## src/sv/ttsr_pkg.sv

```systemverilog
// ttsr_pkg: shared widths, types and constants of the two touch scale and rotation block.
// Used by ttsr_cordic, ttsr_div, ttsr_sqrt and two_touch_scale_rotation.
// Depends on nothing.
package ttsr_pkg;

  localparam int DIFF_W     = 17;   // coordinate difference
  localparam int SQ_W       = 33;   // one squared difference
  localparam int DIST_W     = 34;   // squared distance
  localparam int Q_W        = 48;   // Q.32 squared ratio
  localparam int ROOT_W     = 24;   // Q8.16 ratio
  localparam int CV_W       = 28;   // CORDIC vector
  localparam int Z_W        = 26;   // angle, degrees Q.16
  localparam int ROT_W      = 28;   // angle difference, degrees Q.16
  localparam int OUT_ROT_W  = 18;
  localparam int MAX_STEPS  = 24;
  localparam int DIV_STEPS  = Q_W;
  localparam int SQRT_STEPS = ROOT_W;

  localparam logic [ROOT_W-1:0] SCALE_MAX = '1;
  localparam int ROT_MAX   = 92160;
  localparam int ANG_90    = 90 * 65536;
  localparam int ROUND_Q8  = 128;

  // atan(2^-i) in degrees Q.16, rounded to nearest
  localparam int ATAN_Q16 [MAX_STEPS] = '{
    2949120, 1740967, 919879, 466945, 234379, 117304, 58666, 29335,
    14668, 7334, 3667, 1833, 917, 458, 229, 115,
    57, 29, 14, 7, 4, 2, 1, 0
  };

  typedef logic signed [CV_W-1:0]  cv_t;
  typedef logic signed [Z_W-1:0]   z_t;
  typedef logic signed [ROT_W-1:0] rot_t;

  // control that travels with one request down the scale path
  typedef struct packed {
    logic valid;
    logic zero;   // distance before the move is zero
    logic sat;    // ratio is 256 or more
  } sctl_t;

endpackage

```

## src/sv/ttsr_sqrt.sv

```systemverilog
// ttsr_sqrt: pipelined digit-by-digit integer square root, one root bit per stage.
// Turns the Q.32 squared ratio into the Q8.16 ratio; control rides along.
// Depends on ttsr_pkg.
module ttsr_sqrt (
  input  logic                          clk_i,
  input  logic                          rst_ni,
  input  ttsr_pkg::sctl_t               ctl_i,
  input  logic [ttsr_pkg::Q_W-1:0]      val_i,
  output ttsr_pkg::sctl_t               ctl_o,
  output logic [ttsr_pkg::ROOT_W-1:0]   root_o
);
  import ttsr_pkg::*;

  localparam int REM_W = ROOT_W + 2;

  sctl_t             ctl_q  [SQRT_STEPS];
  logic [REM_W-1:0]  rem_q  [SQRT_STEPS];
  logic [Q_W-1:0]    val_q  [SQRT_STEPS];
  logic [ROOT_W-1:0] root_q [SQRT_STEPS];

  for (genvar k = 0; k < SQRT_STEPS; k++) begin : g_st
    sctl_t             ctl_in;
    logic [REM_W-1:0]  rem_in;
    logic [Q_W-1:0]    val_in;
    logic [ROOT_W-1:0] root_in;
    logic [REM_W+1:0]  trial;
    logic [REM_W+1:0]  test;
    logic              take;

    if (k == 0) begin : g_first
      assign ctl_in  = ctl_i;
      assign rem_in  = '0;
      assign val_in  = val_i;
      assign root_in = '0;
    end else begin : g_next
      assign ctl_in  = ctl_q[k-1];
      assign rem_in  = rem_q[k-1];
      assign val_in  = val_q[k-1];
      assign root_in = root_q[k-1];
    end

    assign trial = {rem_in, val_in[Q_W-1 -: 2]};
    assign test  = {2'b00, root_in, 2'b01};
    assign take  = trial >= test;

    always_ff @(posedge clk_i or negedge rst_ni) begin
      if (!rst_ni) begin
        ctl_q[k] <= '0;
      end else begin
        ctl_q[k] <= ctl_in;
      end
    end

    always_ff @(posedge clk_i) begin
      rem_q[k]  <= take ? REM_W'(trial - test) : REM_W'(trial);
      val_q[k]  <= {val_in[Q_W-3:0], 2'b00};
      root_q[k] <= {root_in[ROOT_W-2:0], take};
    end
  end

  assign ctl_o  = ctl_q[SQRT_STEPS-1];
  assign root_o = root_q[SQRT_STEPS-1];

endmodule

```

## config.mk

```make
export PLATFORM = sky130hd
export DESIGN_NAME = ttsr_sqrt
export DESIGN_NICKNAME = d
export VERILOG_FILES = /design/src/sv/ttsr_pkg.sv /design/src/sv/ttsr_sqrt.sv
export SDC_FILE = /design/constraint.sdc
export NUM_CORES = 2
export LEC_CHECK = 0
export BUFFER_PORTS_ARGS = -buffer_cell sky130_fd_sc_hd__buf_2
export CELL_PAD_IN_SITES_DETAIL_PLACEMENT = 1
export CELL_PAD_IN_SITES_GLOBAL_PLACEMENT = 1
export CORE_MARGIN = 1.5
export CORE_UTILIZATION = 54
export CTS_CLUSTER_SIZE = 40
export DETAILED_ROUTE_END_ITERATION = 10
export PLACE_DENSITY_LB_ADDON = 0.12
export SYNTH_ARGS = -nofsm -noshare
export SYNTH_HDL_FRONTEND = slang
export SYNTH_SLANG_ARGS = --single-unit
export TNS_END_PERCENT = 5
```

## constraint.sdc

```tcl
create_clock -name clk_i -period 8 [get_ports clk_i]
set_input_delay 0.4 -clock clk_i [delete_from_list [all_inputs] [get_ports clk_i]]
set_output_delay 0.4 -clock clk_i [all_outputs]
set_load 0.01 [all_outputs]
```

==> flow_summary.toml <==
[routing]
firstDrtPassIters = 5
drc = 0
vias = 35400
drtIter0Drc = 1536
wl_per_cell_um = 18.7
wirelength_mm = 124
vias_per_cell = 5.35
antenna_left = 0

[logic_synthesis]
yosysSeqAreaShare_pct = 57.2
synth_edf_count = 0
yosysMostFrequentCell = "dfxtp_1"
syn_inst = 5013
synth_area_per_cell_um2 = 10.5
netlist.top_cell.by_area = "dfxtp_1"
synth-async-reset-ratio_pct = 4.84
synthTopCellsByArea = "dfxtp_1 (54%), ha_1 (7.7%), xnor2_1 (3.9%)"
yosysUniqueCellTypes = 85
ys_warn_count = 0
synthDominantCellAreaShare_pct = 53.7
synth_flop_cell = "dfxtp_1"
synth_common_cells = "dfxtp_1 (1,415), inv_1 (399), nand2_1 (357), ha_1 (326), o21ai_0 (290)"
mappedNetlistArea_um2 = 52700
syn-num-nets = 5392
ys_ff_latch = 1487

[hold_path]
hp-start = "val_i[22]"
hp-class = "primary input to register"

[grt]
grt-ovfl-total = 0
grt_max_degree = 73
grt_pass1_vias = 38300
grt_usage_pct = 25.2
antenna_found_initial = 1
grt_pass1_wl_mm = 201

[run]
maxCapViolCount = 0

[finish]
fin_util_pct = 62.1
nNetsFinal = 5610
drive_above_1_share_pct = 7.78
area_growth_pct = 13.9
layoutNonFillerInstCount = 6626

[worst_setup_path]
crit_fanout = 10
cp-start-kind = "register"
crit_type = "register to register"
worst_r2r_startpoint = "root_q[8][0]$_DFF_P_"
required_ns = 8.68
worst_setup_path_end_kind = "register"
critical_path.startpoint = "root_q[8][0]$_DFF_P_"
crit_arrival_ns = 4.18

[place]
portBuffers = 79
place_inst = 6304
place_congestion = 0.879
hpwl_mm = 86.9

[floorplanning]
die_h_um = 315
core-area_um2 = 96700
rows = 114
start_util_pct = 54.5
die_w_um = 315
ioPinCount = 80
dieArea_um2 = 99500

[pwr]
powerDensity_nw_per_um2 = 328
vdd.ir_drop.worst_v = 0.000192
cellLeakagePower_nw = 28.0

[clocking]
numClockSinks = 1487
root_buffer = "clkbuf_16"
clk_pin_slew_worst_paths_ns = 0.07
clockBufferDepth = 3
numCtsBuffers = 148
ctsResizeCount = 0
cts.htree.levels = 4
cts_tree = "yes"
clock_latency_ns = 0.76

[timing]
slew_headroom_pct = 19.1
drv_slew = 0
timing.final.crit_share_pct = 43.8
period_minus_slack_ns = 3.50
holdWs_ns = 0.281
max_slew.worst_pin.slew_ns = 1.21
rsz0062_at_grt = "false"
skew_ns = 0.0187
finalSetupTns_ns = 0
hold_viol_final = 0
fmax_mhz = 285
setup_viol_count_final = 0

[outcome]
status = "complete, no violations"
-- kinds of logic (layout without fill, tap and decap cells) --
logic type / count (synthesis) / in the layout / synth area share, %
AND/OR/NAND/NOR: 1270 / 1270 / 12.0
buffers and inverters: 481 / 817 / 3.47
AO/OA/AOI/OAI: 950 / 950 / 11.2
other: 1 / 2 / 0.00711
multiplexers: 41 / 41 / 0.857
XOR/XNOR: 457 / 457 / 7.59
flip-flops: 1487 / 1487 / 57.2
adder cells (fa/ha/maj): 326 / 326 / 7.74
-- placed cells by master (no fill, tap or decap), types with 149 or more instances in the layout --
cell type  count
a21oi_1      270
clkbuf_16    149
dfxtp_1     1415
ha_1         326
inv_1        399
nand2_1      357
nor2_1       263
o21ai_0      290
xnor2_1      234
xor2_1       223
-- worst max-delay path, stage by stage (launching register included) --
cell      delay (ns)
dfxtp_1         0.47
inv_1           0.09
ha_1            0.36
nor2b_1         0.15
o21ai_0         0.11
a21oi_1         0.22
nor3_1          0.13
o311ai_2        0.63
nand3_1         0.32
or3_1           0.48
nor4_1          0.28
xor2_1          0.19
-- cell type report --
cell class,count,area [µm²]
Fill cell,10200,36700
Sequential cell,1487,30100
Clock buffer,205,4250
Inverter,403,1510
Clock inverter,63,742
Antenna cell,1,2.50
Multi-Input combinational cell,3045,20800
Timing Repair Buffer,146,1030
Tap cell,1276,1600
-- through the flow --
stage / worst slack [ns] / total power [mW] / cell area [µm²]
5_1_grt: 4.17 / 20.7 / 60000
2_1_floorplan: 5.12 / 11.7 / 52700
6_report: 4.50 / 19.7 / 60000
4_1_cts: 4.50 / 19.9 / 60000
3_3_place_gp: 4.65 / 12.6 / 54500
3_5_place_dp: 4.55 / 12.7 / 54500
-- final timing paths --
check | end | slack [ns] | cells after the start
worst max-delay path | rem_q[1][49]$_DFF_P_ | 4.50 | 11
worst min-delay path | val_q[0][22]$_DFF_P_ | 0.28 | 2
worst max register to register | rem_q[1][49]$_DFF_P_ | 4.50 | 11
worst min register to register | val_q[0][181]$_DFF_P_ | 0.32 | 0
max in group asynchronous | ctl_q[14]$_DFF_PN0_ | 7.00 | 3
min in group asynchronous | ctl_q[64]$_DFF_PN0_ | 0.39 | 3
-- report_power, final --
group | switching, mW | internal [mW] | leakage, nW | total (mW)
clock network | 2.97 | 4.03 | 2.41 | 6.99
logic | 1.73 | 1.39 | 12.9 | 3.12
registers | 0.948 | 8.63 | 12.7 | 9.57
total | 5.65 | 14.0 | 28.0 | 19.7
-- per-layer routing --
layer	track usage [%]	part of all wire, %
met5	0	0
met4	10.1	3.6
met3	3.50	2.8
met2	45.1	50
met1	30.4	44
-- sequential cells by signal, indices dropped and copies added, names as in the netlist --
| register | count |
|---|---|
| rem_q | 563 |
| val_q | 552 |
| ctl_q | 69 |
| ctl_o | 3 |
| root_q | 300 |
-- repair_timing --
item,4_1_cts,5_1_grt
hold endpoints to repair,124,0
buffers inserted,0,0
hold buffers,53,0
(Power assumes the default switching activity.)
