### src/sv/ttsr_pkg.sv
// ttsr_pkg: shared widths, types and constants of the two touch scale and rotation block.
// Used by ttsr_cordic, ttsr_div, ttsr_sqrt and two_touch_scale_rotation.
// Depends on nothing.
package ttsr_pkg;

  localparam int DIFF_W     = 17;   // coordinate difference
  localparam int SQ_W       = 33;   // one squared difference
  localparam int DIST_W     = 34;   // squared distance
  localparam int Q_W        = 48;   // Q.32 squared ratio
  localparam int ROOT_W     = 24;   // Q8.16 ratio
  localparam int CV_W       = 28;   // CORDIC vector
  localparam int Z_W        = 26;   // angle, degrees Q.16
  localparam int ROT_W      = 28;   // angle difference, degrees Q.16
  localparam int OUT_ROT_W  = 18;
  localparam int MAX_STEPS  = 24;
  localparam int DIV_STEPS  = Q_W;
  localparam int SQRT_STEPS = ROOT_W;

  localparam logic [ROOT_W-1:0] SCALE_MAX = '1;
  localparam int ROT_MAX   = 92160;
  localparam int ANG_90    = 90 * 65536;
  localparam int ROUND_Q8  = 128;

  // atan(2^-i) in degrees Q.16, rounded to nearest
  localparam int ATAN_Q16 [MAX_STEPS] = '{
    2949120, 1740967, 919879, 466945, 234379, 117304, 58666, 29335,
    14668, 7334, 3667, 1833, 917, 458, 229, 115,
    57, 29, 14, 7, 4, 2, 1, 0
  };

  typedef logic signed [CV_W-1:0]  cv_t;
  typedef logic signed [Z_W-1:0]   z_t;
  typedef logic signed [ROT_W-1:0] rot_t;

  // control that travels with one request down the scale path
  typedef struct packed {
    logic valid;
    logic zero;   // distance before the move is zero
    logic sat;    // ratio is 256 or more
  } sctl_t;

endpackage

### src/sv/ttsr_cordic.sv
// ttsr_cordic: pipelined vectoring CORDIC, angle of a difference vector in degrees Q.16.
// One quadrant fold stage, then one register stage per iteration.
// Depends on ttsr_pkg.
module ttsr_cordic #(
  parameter int NSTEP = 16
) (
  input  logic                                clk_i,
  input  logic signed [ttsr_pkg::DIFF_W-1:0]  dx_i,
  input  logic signed [ttsr_pkg::DIFF_W-1:0]  dy_i,
  output ttsr_pkg::z_t                        z_o,
  output logic                                zero_o
);
  import ttsr_pkg::*;

  cv_t  xg, yg;
  cv_t  x0_d, y0_d;
  z_t   z0_d;
  cv_t  x_q [NSTEP+1];
  cv_t  y_q [NSTEP+1];
  z_t   z_q [NSTEP+1];
  logic zero_q [NSTEP+1];

  assign xg = {{(CV_W-DIFF_W-8){dx_i[DIFF_W-1]}}, dx_i, 8'b0};
  assign yg = {{(CV_W-DIFF_W-8){dy_i[DIFF_W-1]}}, dy_i, 8'b0};

  // fold the left half plane onto the right
  always_comb begin
    x0_d = xg;
    y0_d = yg;
    z0_d = '0;
    if (xg < 0) begin
      if (yg >= 0) begin
        x0_d = yg;
        y0_d = -xg;
        z0_d = z_t'(ANG_90);
      end else begin
        x0_d = -yg;
        y0_d = xg;
        z0_d = -z_t'(ANG_90);
      end
    end
  end

  always_ff @(posedge clk_i) begin
    x_q[0]    <= x0_d;
    y_q[0]    <= y0_d;
    z_q[0]    <= z0_d;
    zero_q[0] <= (dx_i == '0) && (dy_i == '0);
  end

  for (genvar k = 0; k < NSTEP; k++) begin : g_iter
    cv_t xs, ys;
    assign xs = x_q[k] >>> k;
    assign ys = y_q[k] >>> k;
    always_ff @(posedge clk_i) begin
      zero_q[k+1] <= zero_q[k];
      if (y_q[k] > 0) begin
        x_q[k+1] <= x_q[k] + ys;
        y_q[k+1] <= y_q[k] - xs;
        z_q[k+1] <= z_q[k] + z_t'(ATAN_Q16[k]);
      end else begin
        x_q[k+1] <= x_q[k] - ys;
        y_q[k+1] <= y_q[k] + xs;
        z_q[k+1] <= z_q[k] - z_t'(ATAN_Q16[k]);
      end
    end
  end

  assign z_o    = z_q[NSTEP];
  assign zero_o = zero_q[NSTEP];

endmodule

### config.mk
export PLATFORM = sky130hd
export DESIGN_NAME = ttsr_cordic
export DESIGN_NICKNAME = d
export VERILOG_FILES = /design/src/sv/ttsr_pkg.sv /design/src/sv/ttsr_cordic.sv
export SDC_FILE = /design/constraint.sdc
export NUM_CORES = 2
export LEC_CHECK = 0
export ABC_AREA = 1
export CORE_UTILIZATION = 50
export DETAILED_ROUTE_END_ITERATION = 8
export DONT_BUFFER_PORTS = 1
export SYNTH_ARGS = -nofsm -noshare
export SYNTH_HDL_FRONTEND = slang
export SYNTH_SLANG_ARGS = --single-unit
### constraint.sdc
create_clock -name clk_i -period 4.13 [get_ports clk_i]
set_input_delay 0.2065 -clock clk_i [delete_from_list [all_inputs] [get_ports clk_i]]
set_output_delay 0.2065 -clock clk_i [all_outputs]
set_load 0.05 [all_outputs]
==> out/results.ini <==
[die]
die_w_um = 433.7
coreArea_um2 = 185200
start_util = 0.5031
rows = 158
dieArea_um2 = 188100
die_h_um = 433.7
ioPinCount = 62

[worst_setup_path]
r2r_cells = 20
cp_max_fo = 12
r2r_end = x_q[14][25]
r2r_slack_ps = 240
endpoint_kind = register
crit_arrival_ps = 4590
path_class = reg2reg
start_kind = register
crit_required_ps = 4830
reg2reg_from = y_q[13][23]

[hold_path]
min_path_type = in2reg
hp-start = dx_i[10]
whs_endpoint = y_q[0][22]
hold_path_depth = 6

[sta]
finalCritPeriodShare = 0.9415
hold_viol_final = 0
tightest_slew_ps = 958.8
timing.slew.headroom = 0.3587
fin_worst_skew_ps = 27.93
grt_setup_unrepaired = yes
timing.fmax_mhz = 257.2
drv_slew = 0
fin_crit_ps = 3888
setup_viol = 0
worst_slack_ps = 241.6

[grt]
grt_pass1_vias = 83340
grt_max_degree = 55
grt_antenna_before_repair = 12
grt_remaining_overflow = 0
grt_usage = 0.2992
grt_pass1_wl_mm = 453.0

[yosys]
synth_ff_type = dfxtp_1
ys_ff_latch = 1180
synthSimpleGateAreaFrac = 0.2199
synthMuxAreaShare = 0.0001074
yosys_warnings = 0
synth_top_family_by_area = simple AND/OR/NAND/NOR gates
ys_types = 74
synth_top_area_cell = dfxtp_1
synth-xor-area-share = 0.1406
synth_area_um2 = 93200
synth_compound_area_frac = 0.1601
ys_top_cells_by_area = dfxtp_1 (25%), ha_1 (15%), xor2_1 (9.6%)
yosysSeqAreaShare = 0.2535
synth_fa_ha_area_frac = 0.1571
yosys.area.top_type_share = 0.2535
netlist_instances = 13040
synth-async-reset-ratio = 0
avgSynthCellArea_um2 = 7.150
synth_edf_count = 0

[detailed_routing]
wl_mm = 289.3
via_per_inst = 5.501
num_vias = 88340
drtIter0Drc = 7293
drc = 0
wire_per_inst_um = 18.02
drtPass1Iterations = 6
antenna_left = 0

[clocking]
htree_levels = 4
clkLatencyLatePin_ps = 820
cts_tree = yes
path_clk_slew_ps = 60
cts_buffers = 139
cts-root-buf = clkbuf_16
cts_max_path_buffers = 3
cts.sinks = 1180

[placed_design]
pre_cts_ws_ps = 149.3
dpl.cell_count = 15750
globalplace.congestion = 1.033
portBuffers = 0
dp_hpwl_mm = 241.7

[finish]
syn_to_final_growth_pct = 11.56
fin_nets = 14650
layout-drive-gt1-share = 0.05450
fillers = 18030
final_core_util = 0.5613
stdcell_count = 16060

[outcome]
status = finished, final reports clean

[flow_run]
cap_violations = 0

==> cell families after synthesis <==
| group | Yosys count |
|---|---|
| buf+inv | 1667 |
| fa+ha+maj | 1149 |
| compound gates | 2668 |
| other cells | 1 |
| xor+xnor | 1495 |
| simple gates | 4874 |
| flops | 1180 |
| mux | 1 |
==> synth_stat cells (all sizes together) (2+ instances only) <==
library cell / instances
or2: 23
o21ai: 786
o21bai: 84
o221ai: 9
a21oi: 1241
nand4: 142
o221a: 13
a221oi: 14
nand3b: 21
buf: 65
a21boi: 56
fa: 35
and3: 5
o41ai: 2
nand2: 2310
o211ai: 29
clkinv: 2
clkbuf: 27
nor3b: 8
nor4: 87
inv: 1573
a211oi: 31
nor3: 291
nor2: 1420
a31o: 5
nand3: 558
xor2: 1027
and2: 7
a31oi: 154
o31ai: 37
dfxtp: 1180
ha: 1114
o211a: 3
o21a: 96
xnor2: 468
a21o: 100
==> placed cells by master, fill, tap and decap left out, drive strengths merged, types with 35 or more instances in the layout <==
cell type,instances
nand4,142
nor3,291
a31oi,154
nand2,2310
o21a,96
o21ai,786
a21oi,1241
a21boi,56
dfxtp,1180
clkbuf,178
a21o,100
fa,35
o31ai,37
dlygate4sd3,56
nand3,558
nor2,1420
nor4,87
o21bai,84
inv,1584
xnor2,468
xor2,1027
buf,326
ha,1114
==> layer usage <==
metal | vias to the layer above | share of wire | track usage
met4 | 8 | 0.025 | 0.08156
li1 | 44330 | - | -
met5 | - | 0.00020 | 0
met2 | 2806 | 0.44 | 0.4759
met3 | 448 | 0.066 | 0.04427
met1 | 40750 | 0.47 | 0.4181
==> how the worst max path moves through the flow <==
stage | to | slack (ps) | depth (start not counted) | start
after CTS | y_q[13][27] | 130 | 20 | y_q[12][24]
after floorplan | x_q[9][21] | 760 | 20 | y_q[8][8]
after global placement | y_q[13][27] | 180 | 18 | y_q[12][24]
after global routing | y_q[9][25] | -20 | 24 | y_q[8][8]
after detailed placement | y_q[13][27] | 150 | 20 | y_q[12][24]
final | x_q[14][25] | 240 | 20 | y_q[13][23]
==> worst max-delay path, cell delays in order (launching register included) <==
cell and delay (ps):
dfxtp_1 350, nor2_1 110, inv_1 60, nor3_1 190, nand2_2 170, nor2_2 120, nand4_2 110, nand2_2 220
inv_2 170, nand2_1 110, xor2_1 510, ha_1 380, nand2_1 120, inv_1 70, a21oi_1 150, o21ai_0 130
nand2_1 80, nand3_1 170, a21oi_1 280, o21bai_1 110, xor2_1 150
==> through the flow <==
step / setup TNS [ps] / cell area, um^2 / hold WS, ps
after floorplan: 0 / 93210 / 234.2
after global placement: 0 / 98260 / 235.4
after detailed placement: 0 / 98260 / 235.2
after CTS: 0 / 103700 / 41.57
after global routing: -19.28 / 104000 / 107.8
final: 0 / 104000 / 114.8
==> flip-flops by register name, indices dropped and copies added (netlist names) <==
signal / cells
x_q: 374
y_q: 416
z_q: 373
zero_q: 17
==> area by class of cell <==
type | count | area [um^2] | area share
flip-flops and latches | 1180 | 23620 | 0.2272
clock buffers | 178 | 3795 | 0.03650
inverters | 1575 | 5916 | 0.05690
multi-input cells | 10190 | 63360 | 0.6094
diodes | 2 | 5.005 | 0.00004813
repair buffers | 382 | 3053 | 0.02936
clock inverters | 72 | 1119 | 0.01076
well taps | 2480 | 3103 | 0.02984
==> repair_timing <==
action,CTS,global route
hold endpoints to repair,41,0
endpoints found under the setup margin,0,68
buffers inserted,0,6
gates resized for setup,0,61
hold buffers,56,0
Power is left out: the tool's default activity adds up to more than one toggle a clock period on the data nets, which glitch-free logic cannot reach.
